File: src/design/wmss_pkg.sv
// Shared types and constants for the windowed maximum subsequence sum block.
// Used by the score cell and the top level; depends on nothing else.
`timescale 1ns / 1ps
`default_nettype none

package wmss_pkg;

   localparam int SAMPLE_W = 16;
   localparam int SCORE_W  = 32;
   localparam int WIN_W    = 7;

   typedef logic signed [SAMPLE_W-1:0] sample_type;
   typedef logic signed [SCORE_W-1:0]  score_type;

   localparam score_type SCORE_MAX = 32'sh7FFF_FFFF;
   localparam score_type SCORE_MIN = 32'sh8000_0000;

   // Control broadcast to every cell of the chain.
   typedef struct packed {
      logic      shift;
      score_type score;
   } cell_ctrl_type;

endpackage

`default_nettype wire

File: src/design/wmss_cell.sv
// One cell of the running-maximum chain: holds the maximum score over the
// most recent k+1 items and hands it to the next cell. Depends on wmss_pkg.
`timescale 1ns / 1ps
`default_nettype none

module wmss_cell (
   input  wire                       clock,
   input  wmss_pkg::cell_ctrl_type   ctrl,
   input  wmss_pkg::score_type       prev_max,
   input  wire                       sel,
   output wmss_pkg::score_type       max_out,
   output wmss_pkg::score_type       tap
);

   wmss_pkg::score_type max_ff;
   wmss_pkg::score_type max_in;

   // A new score extends every window by one: this cell now covers the new
   // score plus what the previous cell covered before the shift.
   always_comb begin
      if (ctrl.score > prev_max) begin
         max_in = ctrl.score;
      end else begin
         max_in = prev_max;
      end
   end

   always_ff @(posedge clock) begin
      if (ctrl.shift) begin
         max_ff <= max_in;
      end
   end

   assign max_out = max_ff;
   assign tap     = sel ? max_ff : '0;

endmodule

`default_nettype wire

File: config.mk
export PLATFORM = sky130hd
export DESIGN_NAME = wmss_cell
export DESIGN_NICKNAME = d
export VERILOG_FILES = /design/src/design/wmss_pkg.sv /design/src/design/wmss_cell.sv
export SDC_FILE = /design/constraint.sdc
export NUM_CORES = 1
export LEC_CHECK = 0
export ABC_AREA = 1
export ABC_CLOCK_PERIOD_IN_PS = 2000
export BUFFER_PORTS_ARGS = -buffer_cell sky130_fd_sc_hd__clkbuf_2
export CAP_MARGIN = 30
export CORE_MARGIN = 8
export CORE_UTILIZATION = 45
export DETAILED_ROUTE_END_ITERATION = 7
export PLACE_DENSITY_LB_ADDON = 0.12
export SYNTH_ARGS = -nofsm -noshare
export SYNTH_HDL_FRONTEND = slang
export SYNTH_SLANG_ARGS = --single-unit
File: constraint.sdc
create_clock -name clock -period 2 [get_ports clock]
set_input_delay 0.3 -clock clock [delete_from_list [all_inputs] [get_ports clock]]
set_output_delay 0.3 -clock clock [all_outputs]
set_load 0.02 [all_outputs]
==> run metrics <==
Max Cap Violations 0; synthesized instance count 353; pwr dens 660.3 nW/um^2; count of final hold-check violations 0; post-layout util 62.69%; Yosys reg bits 32; max FFs per register 32; Synth warnings 0; IO buf count 130; H-tree levels 2; critical path data required time 2.02 ns; final setup fails 0; Syn Area/Cell 7.408 um^2; Netlist cell types 20; Via density 4.749; CTS tree built; Slew Viols, Final 0; WL final 7.388 mm; post-CTS setup buffers 0; worst slew pin tran 0.6454 ns; Area Overhead vs Synth 33.64%; Synth Cell Area 2615 um^2; CTS max path bufs 2; crit path max fanout 23; Leak 2.192 nW; fin nets 591; via count 2683; die width 92.23 um; CP Data Arrival Time 1.87 ns; Max VDD drop 0.0004651 V; CTS sink cnt 32; Final Cell Area 3495 um^2; Iteration-0 DRC Markers 76; ANT cells 0; Total Power 0.002307 W; vias in the first global route 2738; final worst-path cycle share 92.28%; die area 8506 um^2; initial core utilization 46.91%; drt first pass iters 4; syn_nets 452; largest net degree at the start of global routing 33; Startpoint Class input port; CTS buffer count 5; Post-DP Area 3410 um^2; antenna violation net count after detailed routing 0; Reg clk slew, reported paths 0.07 ns; Clock Tree Root clkbuf_8; total core area 5574 um^2; initial antenna violation count 0; Hold Path Class in -> reg; IO Count 131; layout cells sized above 1 33.47%; Die H 92.23 um; Fmax 0.5418 GHz; WS Path Type in -> reg; RSZ-0062 raised after global routing false; row cnt 27; Hold Path Depth 3; first-pass GRT wire length 12.20 mm; fin crit period 1.846 ns; total grt overflow 0; Hold Slack 0.3009 ns; Post-route DRC 0; nature of the critical path endpoint register; GRT Total Usage 17.17%; DR WL/cell 13.08 um; post-DP HPWL 5.961 mm; Max-slew headroom 56.98%; Final GP Congestion 0.7977; outcome completed; post-synthesis sequential area ratio 36.75%
-- logic make-up after synthesis --
kind of cell	count (synthesis)	synth area share, %
buffers and inverters	88	13.78
AND/OR/NAND/NOR	182	30.10
adder cells (fa/ha/maj)	32	15.31
AO/OA/AOI/OAI	19	4.067
flip-flops	32	36.75
-- critical path: stages --
cell and delay, ns:
clkbuf_2 0.10, inv_1 0.04, ha_1 0.28, a21oi_1 0.19, nand2_1 0.08, nand2_1 0.06
nand2_1 0.07, a21oi_2 0.17, nand2_1 0.09, nand2_2 0.08, nand3_2 0.09, buf_12 0.18
nand2_1 0.06, nand2_1 0.06
-- cells in the final DEF (no fill, tap or decap) --
cell type and n:
clkbuf_8 5, nand2_2 1, buf_12 1, buf_4 16
nand3_2 2, inv_2 5, nor2_1 8, clkinv_1 2
a21o_1 1, clkinv_2 2, nand4_1 34, nand3_1 1
edfxtp_1 32, ha_1 32, clkbuf_2 130, a21oi_2 1
nand2_1 134, inv_1 67, nor2_2 2, a21oi_1 13
o21a_1 2, o21ai_0 2
-- synthesized netlist by cell type, drive strengths merged --
cell type	instances	area, um^2
clkinv	1	3.750
o21a	2	15.01
ha	32	400.4
nor2	10	40.04
a21o	1	7.510
buf	9	63.81
inv	72	270.3
o21ai	2	10.01
nand2	135	509.2
clkbuf	6	22.52
a21oi	14	73.82
edfxtp	32	960.9
nand3	3	25.02
nand4	34	212.7
-- report_power, final --
part	switching [W]	internal, W
clock network	0.000247	0.000236
logic	0.000574	0.000334
registers	0.0000510	0.000865
total	0.000872	0.00144
-- layer usage --
metal | GRT usage, % | share of wire [%]
met1 | 20.69 | 44
met2 | 29.14 | 47
met3 | 4.482 | 8.0
met4 | 5.235 | 1.1
met5 | 0 | 0
-- through the flow --
step	cells	setup TNS, ns	worst slack (ns)
global placement	557	-1.888	-0.08612
global route	565	0	0.02714
floorplan	353	0	0.1312
CTS	565	0	0.1551
detailed placement	557	-3.462	-0.1314
finish	565	0	0.1543
-- path summary, 6_finish.rpt --
path / from / end / slack, ns
hold / removal: prev_max[16] / max_out[16] / 0.30
setup / recovery: prev_max[19] / max_out[10] / 0.15
-- what timing repair did --
item	4_1_cts	5_1_grt
setup endpoints to repair	0	1
endpoints found under the hold margin	0	0
resized for setup	0	1
hold buffers	0	0
-- cell type report --
cell class              count  area [um^2]
multi-input cells         233         1296
flip-flops and latches     32        960.9
well taps                  72        90.09
inverters                  73        274.0
clock buffers               5        68.82
repair buffers            147        790.8
fillers                   527         2079
clock inverters             3        13.76
Power figures use the tool's default switching activity.
